File: src/hw/rtl/mbus_long_frame_meter_parser_unit_assert.svh
// Assertion macros shared by the parser modules.
// Each expects aclk and aresetn in scope.
`ifndef MBUS_LONG_FRAME_METER_PARSER_UNIT_ASSERT_SVH
`define MBUS_LONG_FRAME_METER_PARSER_UNIT_ASSERT_SVH

// Same-cycle implication
`define MLFMP_ASSERT_IMPLY(label, cond, prop, msg) \
    label: assert property (@(posedge aclk) disable iff (!aresetn) (cond) |-> (prop)) \
        else $error(msg);

// Next-cycle implication
`define MLFMP_ASSERT_NEXT(label, cond, prop, msg) \
    label: assert property (@(posedge aclk) disable iff (!aresetn) (cond) |=> (prop)) \
        else $error(msg);

`endif

File: src/hw/rtl/mlfmp_pkg.sv
`default_nettype none

package mlfmp_pkg;

    // Frame geometry
    localparam int MAX_FRAME_BYTES_DEF = 512;
    localparam int ITEM_COUNT          = 14;
    localparam int MIN_FRAME_BYTES     = 112;
    localparam int SUM_START           = 4;
    localparam int MIDDLE_POS          = 3;
    localparam int LENGTH_POS          = 1;
    localparam int CMP_W               = 10;
    localparam int QUEUE_DEPTH         = 2;

    // First byte and size of each captured item
    localparam logic [7:0] ITEM_BASE [ITEM_COUNT] = '{
        8'd13, 8'd16, 8'd22, 8'd31, 8'd38, 8'd45, 8'd51,
        8'd72, 8'd84, 8'd88, 8'd92, 8'd96, 8'd102, 8'd108
    };
    localparam logic [2:0] ITEM_SIZE [ITEM_COUNT] = '{
        3'd1, 3'd1, 3'd4, 3'd4, 3'd4, 3'd4, 3'd4,
        3'd4, 3'd2, 3'd2, 3'd2, 3'd4, 3'd4, 3'd4
    };

    typedef enum logic [1:0] {
        ST_OK         = 2'd0,
        ST_BAD_MARKER = 2'd1,
        ST_BAD_SUM    = 2'd2,
        ST_SHORT      = 2'd3
    } status_t;

    typedef enum logic [1:0] {
        CFG_START_MARKER  = 2'd0,
        CFG_MIDDLE_MARKER = 2'd1,
        CFG_STOP_MARKER   = 2'd2
    } cfg_index_t;

    typedef struct packed {
        logic [7:0] rx_byte;
        logic       frame_end;
        logic [2:0] channel;
    } in_t;

    typedef struct packed {
        status_t     frame_status;
        logic [3:0]  item_index;
        logic [31:0] item_value;
        logic [2:0]  result_channel;
        logic        last_item;
    } out_t;

    // One finished frame handed from front to back
    typedef struct packed {
        status_t                         status;
        logic [2:0]                      channel;
        logic [ITEM_COUNT-1:0][31:0]     items;
    } frame_rec_t;

endpackage

`default_nettype wire

File: src/hw/rtl/mlfmp_front.sv
`default_nettype none

module mlfmp_front
    import mlfmp_pkg::*;
#(
    parameter int MAX_FRAME_BYTES = MAX_FRAME_BYTES_DEF
) (
    input  wire logic       aclk,
    input  wire logic       aresetn,
    input  wire logic       s_valid,
    output logic            s_ready,
    input  wire in_t        s_data,
    input  wire logic       cfg_valid,
    output logic            cfg_ready,
    input  wire logic [1:0] cfg_index,
    input  wire logic [7:0] cfg_data,
    input  wire logic       q_full,
    output logic            push,
    output frame_rec_t      push_rec
);

    localparam int PW = $clog2(MAX_FRAME_BYTES + 1);
    localparam logic [PW-1:0] POS_MAX = PW'(MAX_FRAME_BYTES);

    logic [7:0] start_marker_reg, middle_marker_reg, stop_marker_reg;

    logic [PW-1:0] pos_reg, pos_next;
    logic [7:0]    len_reg, len_next;
    logic [7:0]    sum_reg, sum_next;
    logic          marker_reg, marker_next;
    logic [7:0]    prev_reg, prev_next;
    logic [ITEM_COUNT-1:0][31:0] items_reg, items_next;

    logic [7:0]       sum_now;
    logic             marker_now;
    logic [ITEM_COUNT-1:0][31:0] items_now;
    logic [CMP_W-1:0] pos_ext;
    logic [CMP_W-1:0] rel;
    logic             in_range;
    logic             accept;
    status_t          status;

    assign cfg_ready = 1'b1;
    assign s_ready   = !q_full;
    assign accept    = s_valid && s_ready;

    // Marker configuration registers
    always_ff @(posedge aclk) begin
        if (!aresetn) begin
            start_marker_reg  <= 8'h68;
            middle_marker_reg <= 8'h68;
            stop_marker_reg   <= 8'h16;
        end else if (cfg_valid) begin
            case (cfg_index)
                CFG_START_MARKER:  start_marker_reg  <= cfg_data;
                CFG_MIDDLE_MARKER: middle_marker_reg <= cfg_data;
                CFG_STOP_MARKER:   stop_marker_reg   <= cfg_data;
                default: ;
            endcase
        end
    end

    // Per-byte update: markers, length, checksum window, item capture
    always_comb begin
        pos_ext    = CMP_W'(pos_reg);
        in_range   = (pos_reg < POS_MAX);
        marker_now = marker_reg;
        len_next   = len_reg;
        sum_now    = sum_reg;
        items_now  = items_reg;
        rel        = '0;
        if (in_range) begin
            if (pos_ext == '0 && s_data.rx_byte != start_marker_reg) begin
                marker_now = 1'b0;
            end
            if (pos_ext == CMP_W'(MIDDLE_POS) && s_data.rx_byte != middle_marker_reg) begin
                marker_now = 1'b0;
            end
            if (pos_ext == CMP_W'(LENGTH_POS)) begin
                len_next = s_data.rx_byte;
            end
            if (pos_ext >= CMP_W'(SUM_START)
                    && pos_ext < CMP_W'(SUM_START) + CMP_W'(len_reg)) begin
                sum_now = sum_reg + s_data.rx_byte;
            end
            for (int k = 0; k < ITEM_COUNT; k++) begin
                rel = pos_ext - CMP_W'(ITEM_BASE[k]);
                if (pos_ext >= CMP_W'(ITEM_BASE[k])
                        && pos_ext < CMP_W'(ITEM_BASE[k]) + CMP_W'(ITEM_SIZE[k])) begin
                    items_now[k][rel[1:0]*8 +: 8] = s_data.rx_byte;
                end
            end
        end
    end

    // Frame check on the last byte; markers win over checksum over length
    always_comb begin
        if (!marker_now || pos_ext < CMP_W'(MIDDLE_POS)
                || s_data.rx_byte != stop_marker_reg) begin
            status = ST_BAD_MARKER;
        end else if (sum_now != prev_reg) begin
            status = ST_BAD_SUM;
        end else if (pos_ext < CMP_W'(MIN_FRAME_BYTES - 1)) begin
            status = ST_SHORT;
        end else begin
            status = ST_OK;
        end
    end

    assign push             = accept && s_data.frame_end;
    assign push_rec.status  = status;
    assign push_rec.channel = s_data.channel;
    assign push_rec.items   = items_now;

    // Next state: advance on a byte, clear after the last one
    always_comb begin
        pos_next    = pos_reg;
        sum_next    = sum_reg;
        marker_next = marker_reg;
        prev_next   = prev_reg;
        items_next  = items_reg;
        if (accept) begin
            if (s_data.frame_end) begin
                pos_next    = '0;
                sum_next    = '0;
                marker_next = 1'b1;
                prev_next   = '0;
                items_next  = '0;
            end else begin
                sum_next    = sum_now;
                marker_next = marker_now;
                prev_next   = s_data.rx_byte;
                items_next  = items_now;
                if (in_range) begin
                    pos_next = pos_reg + 1'b1;
                end
            end
        end
    end

    always_ff @(posedge aclk) begin
        if (!aresetn) begin
            pos_reg    <= '0;
            len_reg    <= '0;
            sum_reg    <= '0;
            marker_reg <= 1'b1;
            prev_reg   <= '0;
            items_reg  <= '0;
        end else begin
            pos_reg    <= pos_next;
            len_reg    <= (accept && s_data.frame_end) ? 8'd0 :
                          (accept ? len_next : len_reg);
            sum_reg    <= sum_next;
            marker_reg <= marker_next;
            prev_reg   <= prev_next;
            items_reg  <= items_next;
        end
    end

endmodule

`default_nettype wire

File: src/hw/rtl/mlfmp_queue.sv
`default_nettype none

`include "mbus_long_frame_meter_parser_unit_assert.svh"

module mlfmp_queue
    import mlfmp_pkg::*;
(
    input  wire logic       aclk,
    input  wire logic       aresetn,
    input  wire logic       push,
    input  wire frame_rec_t push_rec,
    output logic            full,
    input  wire logic       pop,
    output logic            q_valid,
    output frame_rec_t      head
);

    localparam int QPW = (QUEUE_DEPTH > 1) ? $clog2(QUEUE_DEPTH) : 1;
    localparam int QCW = $clog2(QUEUE_DEPTH + 1);

    frame_rec_t entry_reg [QUEUE_DEPTH];
    logic [QPW-1:0] wr_ptr_reg, rd_ptr_reg;
    logic [QCW-1:0] count_reg;

    assign full    = (count_reg == QCW'(QUEUE_DEPTH));
    assign q_valid = (count_reg != '0);
    assign head    = entry_reg[rd_ptr_reg];

    // Entry storage
    always_ff @(posedge aclk) begin
        if (push) begin
            entry_reg[wr_ptr_reg] <= push_rec;
        end
    end

    // Pointers and fill count
    always_ff @(posedge aclk) begin
        if (!aresetn) begin
            wr_ptr_reg <= '0;
            rd_ptr_reg <= '0;
            count_reg  <= '0;
        end else begin
            if (push) begin
                wr_ptr_reg <= (wr_ptr_reg == QPW'(QUEUE_DEPTH - 1)) ? '0 : wr_ptr_reg + 1'b1;
            end
            if (pop) begin
                rd_ptr_reg <= (rd_ptr_reg == QPW'(QUEUE_DEPTH - 1)) ? '0 : rd_ptr_reg + 1'b1;
            end
            if (push && !pop) begin
                count_reg <= count_reg + 1'b1;
            end else if (pop && !push) begin
                count_reg <= count_reg - 1'b1;
            end
        end
    end

    `MLFMP_ASSERT_IMPLY(a_no_push_full, full, !push, "push into full queue")
    `MLFMP_ASSERT_IMPLY(a_no_pop_empty, !q_valid, !pop, "pop from empty queue")
    `MLFMP_ASSERT_NEXT(a_push_fills, push && !pop, q_valid, "queue empty after push")

endmodule

`default_nettype wire

File: src/hw/rtl/mlfmp_back.sv
`default_nettype none

`include "mbus_long_frame_meter_parser_unit_assert.svh"

module mlfmp_back
    import mlfmp_pkg::*;
(
    input  wire logic       aclk,
    input  wire logic       aresetn,
    input  wire logic       q_valid,
    input  wire frame_rec_t head,
    output logic            pop,
    output logic            m_valid,
    input  wire logic       m_ready,
    output out_t            m_data
);

    localparam logic [3:0] LAST_IDX = 4'(ITEM_COUNT - 1);

    logic [3:0] idx_reg, idx_next;
    logic       m_valid_reg, m_valid_next;
    out_t       m_data_reg, m_data_next;
    logic       load;

    assign load    = q_valid && (!m_valid_reg || m_ready);
    assign m_valid = m_valid_reg;
    assign m_data  = m_data_reg;

    // Walk the head frame: one error result or one result per item
    always_comb begin
        idx_next     = idx_reg;
        pop          = 1'b0;
        m_data_next  = m_data_reg;
        m_valid_next = m_valid_reg && !m_ready;
        if (load) begin
            m_valid_next                = 1'b1;
            m_data_next.frame_status    = head.status;
            m_data_next.result_channel  = head.channel;
            if (head.status != ST_OK) begin
                m_data_next.item_index = '0;
                m_data_next.item_value = '0;
                m_data_next.last_item  = 1'b1;
                pop                    = 1'b1;
                idx_next               = '0;
            end else begin
                m_data_next.item_index = idx_reg;
                m_data_next.item_value = head.items[idx_reg];
                m_data_next.last_item  = (idx_reg == LAST_IDX);
                if (idx_reg == LAST_IDX) begin
                    pop      = 1'b1;
                    idx_next = '0;
                end else begin
                    idx_next = idx_reg + 1'b1;
                end
            end
        end
    end

    always_ff @(posedge aclk) begin
        if (!aresetn) begin
            idx_reg     <= '0;
            m_valid_reg <= 1'b0;
        end else begin
            idx_reg     <= idx_next;
            m_valid_reg <= m_valid_next;
        end
    end

    always_ff @(posedge aclk) begin
        m_data_reg <= m_data_next;
    end

    `MLFMP_ASSERT_IMPLY(a_idx_range, 1'b1, idx_reg <= LAST_IDX, "item index out of range")
    `MLFMP_ASSERT_IMPLY(a_pop_on_load, pop, load, "pop without output load")
    `MLFMP_ASSERT_IMPLY(a_err_is_last, m_valid_reg && m_data_reg.frame_status != ST_OK,
        m_data_reg.last_item, "error result not marked last")

endmodule

`default_nettype wire

File: src/hw/rtl/mbus_long_frame_meter_parser_unit.sv
`default_nettype none

// The finished frame is written into the frame queue, then its first result is registered.
// Bytes enter one per cycle while the queue is not full; results leave one per cycle from the
// output register while m_ready is high. A good frame yields 14 results, a bad one a single
// result; a two-entry frame queue lets bytes of the next frame flow in meanwhile.
// Reset (aresetn low, synchronous) empties the queue and output and restores marker defaults.

module mbus_long_frame_meter_parser_unit
    import mlfmp_pkg::*;
#(
    parameter int MAX_FRAME_BYTES = MAX_FRAME_BYTES_DEF
) (
    input  wire logic       aclk,
    input  wire logic       aresetn,
    input  wire logic       s_valid,
    output logic            s_ready,
    input  wire in_t        s_data,
    output logic            m_valid,
    input  wire logic       m_ready,
    output out_t            m_data,
    input  wire logic       cfg_valid,
    output logic            cfg_ready,
    input  wire logic [1:0] cfg_index,
    input  wire logic [7:0] cfg_data
);

    logic       push, q_full, pop, q_valid;
    frame_rec_t push_rec, head;

    // Byte parser and frame checker
    mlfmp_front #(
        .MAX_FRAME_BYTES(MAX_FRAME_BYTES)
    ) u_front (
        .aclk      (aclk),
        .aresetn   (aresetn),
        .s_valid   (s_valid),
        .s_ready   (s_ready),
        .s_data    (s_data),
        .cfg_valid (cfg_valid),
        .cfg_ready (cfg_ready),
        .cfg_index (cfg_index),
        .cfg_data  (cfg_data),
        .q_full    (q_full),
        .push      (push),
        .push_rec  (push_rec)
    );

    // Finished-frame queue
    mlfmp_queue u_queue (
        .aclk     (aclk),
        .aresetn  (aresetn),
        .push     (push),
        .push_rec (push_rec),
        .full     (q_full),
        .pop      (pop),
        .q_valid  (q_valid),
        .head     (head)
    );

    // Result sequencer
    mlfmp_back u_back (
        .aclk    (aclk),
        .aresetn (aresetn),
        .q_valid (q_valid),
        .head    (head),
        .pop     (pop),
        .m_valid (m_valid),
        .m_ready (m_ready),
        .m_data  (m_data)
    );

endmodule

`default_nettype wire

File: config.mk
export PLATFORM = sky130hd
export DESIGN_NAME = mbus_long_frame_meter_parser_unit
export DESIGN_NICKNAME = d
export VERILOG_FILES = /design/src/hw/rtl/mlfmp_pkg.sv /design/src/hw/rtl/mlfmp_front.sv /design/src/hw/rtl/mlfmp_queue.sv /design/src/hw/rtl/mlfmp_back.sv /design/src/hw/rtl/mbus_long_frame_meter_parser_unit.sv
export VERILOG_INCLUDE_DIRS = /design/src /design/src/hw/rtl
export SDC_FILE = /design/constraint.sdc
export NUM_CORES = 2
export LEC_CHECK = 0
export ABC_CLOCK_PERIOD_IN_PS = 43500
export BUFFER_PORTS_ARGS = -buffer_cell sky130_fd_sc_hd__buf_4
export CORE_ASPECT_RATIO = 0.75
export CORE_MARGIN = 1
export CORE_UTILIZATION = 40
export CTS_CLUSTER_DIAMETER = 150
export DETAILED_ROUTE_END_ITERATION = 6
export PLACE_DENSITY_LB_ADDON = 0.12
export SKIP_CTS_REPAIR_TIMING = 1
export SYNTH_ARGS = -nofsm -noshare
export SYNTH_HDL_FRONTEND = slang
export SYNTH_HIERARCHICAL = 1
export SYNTH_SLANG_ARGS = --single-unit
File: constraint.sdc
create_clock -name aclk -period 43.5 [get_ports aclk]
set_input_delay 8.7 -clock aclk [delete_from_list [all_inputs] [get_ports aclk]]
set_output_delay 8.7 -clock aclk [all_outputs]
set_load 0.05 [all_outputs]
==> out/metrics.csv <==
metric,value,unit
outcome,"complete, but fails checks",
violations,"max-capacitance violations, max-slew violations",
ys_warn_count,6,
max_stage_delay,0.88,ns
finalCriticalPeriod,12.61,ns
cts_buffers,150,
post-dp-hpwl,122200,um
clock_latency,0.81,ns
wirelength,200000,um
p_leak,0.02384,uW
regArea,38830,um2
largest_reg_flops,906,
synth_area_leaders,"edfxtp_1, dfxtp_1, mux2_2",
final_net_count,5110,
die_area,160100,um2
fin_setup_tns,0,ns
grt_setup_unrepaired,false,
die_y,346.7,um
grt_pass1_vias,40300,
finalHoldViolations,0,
cp-startpoint,s_data[3],
cts_root_buffer,clkbuf_16,
ys.flop_type,edfxtp_1,
htreeDepth,4,
ys_types,79,
relSlewSlack,-0.1711,%
fin_worst_skew,0.02737,ns
hp-class,reg -> reg,
ant_nets,0,
fin_crit_sh,28.99,%
grt_pass1_wl,287000,um
drtIter0Drc,4399,
synth_edf_count,948,
maxCapViolations,1,
clock-sinks,1465,
hold_start,u_front/items_reg[51],
path_class,in -> reg,
synthArstFlopShare,0,%
powerDensity,51.16,nW/um2
endpoint_kind,flip-flop,
design_area,70890,um2
dr.pass1.iters,5,
cpMaxStageDelayCell,buf_4,
crit_chain,buf_4 > inv_1 > buf_4 > nor2_1 > and2_4 > buf_12 > buf_4 > buf_4,
syn_area_per_cell,12.46,um2
crit_fanout,137,
yosys.area.top_type,edfxtp_1,
r2r_start,u_queue/count_reg[0],
netlist_area,63380,um2
n_fill_cell,14560,
place_area,65890,um2
synth-seq-area-share,61.24,%
grt_max_degree,162,
routedWlPerCell,27.41,um
tritoncts,done,
slew_violations,6,
clk_pin_slew,0.06,ns
multiInputGateArea,22840,um2
syn_to_final_growth,11.85,%
port_buffers,70,
cp.required,43.92,ns
pin_count,72,
drive_above_1_share,18.21,%
synth-seq-cells,1465,
arrival,13.03,ns
vias,42610,
start_util,40.28,%
clockBufferDepth,3,
row_count,126,
track_usage,24.64,%
core,157300,um2
clock.fmax,0.07931,GHz
ir_drop,47.84,uV
grt_antenna_before_repair,10,
gp_congestion,0.8301,
die_w,461.6,um
start_kind,input port,
drc,0,
synth_top_area_share,44.91,%
grt_overflow,0,
crit_top_cell,buf_4,
via_per_inst,5.840,
antenna_cells,0,
syn_inst,5086,
setup_viol,0,
worstMarginPinSlew,1.499,ns
syn-num-nets,5141,
-- layer usage --
layer	wire length (um)	global-route usage (%)
met1	91570	36.35
met2	88110	36.76
met3	15190	4.577
met4	5096	6.868
met5	0	0
-- final timing paths --
| kind | endpoint | slack [ns] | depth (start not counted) |
|---|---|---|---|
| worst min register to register | u_front/items_reg[51] | 0.45 | 1 |
| worst max register to register | u_queue/entry_reg[1][86] | 38.35 | 9 |
| worst min-delay path | u_front/items_reg[51] | 0.45 | 1 |
| worst max-delay path | u_queue/entry_reg[1][86] | 30.89 | 8 |
-- stage by stage --
step	total power, uW	util, %	instances	worst slack, ns	hold WS, ns
floorplan	2123	-	5086	12.54	0.4209
finish	3627	45.06	7296	30.89	0.4498
CTS	3661	45.06	7296	31.06	0.4522
detailed placement	2340	41.88	7015	30.18	0.4351
global route	3754	45.06	7296	30.76	0.4666
global placement	2338	41.88	7015	30.27	0.4338
-- power breakdown --
group          switching (uW)  internal (uW)
logic                     473            245
registers                32.9           1560
clock network             557            763
total                    1060           2560
-- cells in the final DEF (no fill, tap or decap), types with 16 or more instances in the layout --
cell / instances
a211oi_1: 35
xor2_1: 17
clkinv_1: 18
clkbuf_8: 19
a22oi_1: 285
o22a_1: 48
nand3_1: 34
nor2_1: 565
mux2i_1: 91
clkbuf_1: 39
inv_1: 21
o221ai_1: 94
dfxtp_1: 512
clkinv_2: 26
a32oi_1: 26
a2bb2oi_1: 27
edfxtp_1: 948
nor3_1: 37
o21ai_0: 173
a311oi_1: 16
and2_1: 87
nand2_1: 420
ha_1: 27
a21oi_1: 305
mux2_2: 426
buf_4: 178
xnor2_1: 31
o31ai_1: 16
clkbuf_16: 159
mux2_1: 140
mux4_2: 57
nor2b_1: 81
-- logic make-up (layout without fill, tap and decap cells) --
family                     Yosys count  after routing  synth area share (%)
AOI/OAI and AO/OA                 1109           1109                 11.76
xor gates and xnor gates            49             49                0.6988
adders and majority gates           28             28                0.5646
buffers and inverters              393            491                 2.841
DFF                               1465           1465                 61.24
muxes                              721            721                 13.81
other                                1              1              0.005917
and+or+nand+nor                   1320           1320                 9.079
-- worst max-delay path: cells and delay by family --
| family | cells | cell delay [ns] |
|---|---|---|
| buffers and inverters | 6 | 2.69 |
| AND/OR/NAND/NOR | 2 | 0.93 |
-- synth_stat cells, types with 7 or more instances --
library cell / instances
a211o_1: 10
a211oi_1: 36
a21boi_0: 11
a21o_1: 8
a21oi_1: 305
a221o_1: 7
a22oi_1: 285
a2bb2oi_1: 27
a311oi_1: 16
a32oi_1: 26
and2_1: 88
and3_1: 10
buf_1: 12
buf_2: 59
buf_4: 15
buf_6: 21
clkbuf_1: 258
dfxtp_1: 517
edfxtp_1: 948
ha_1: 27
inv_1: 22
mux2_1: 140
mux2_2: 426
mux2i_1: 91
mux4_1: 7
mux4_2: 57
nand2_1: 421
nand2b_1: 13
nand3_1: 35
nor2_1: 570
nor2_2: 7
nor2b_1: 86
nor3_1: 38
o2111ai_1: 10
o21ai_0: 174
o221ai_1: 94
o22a_1: 48
o2bb2ai_1: 7
o31ai_1: 16
or2_2: 8
or3_1: 10
xnor2_1: 31
xor2_1: 17
-- final cells by class --
class                   count  share of cell area [%]
inverters                  26                  0.1553
repair buffers            184                   2.054
clock inverters            64                  0.8684
clock buffers             217                   6.188
well taps                2112                   3.728
multi-input cells        3228                   32.23
flip-flops and latches   1465                   54.78
No activity file was read; power rests on OpenSTA's default activity.
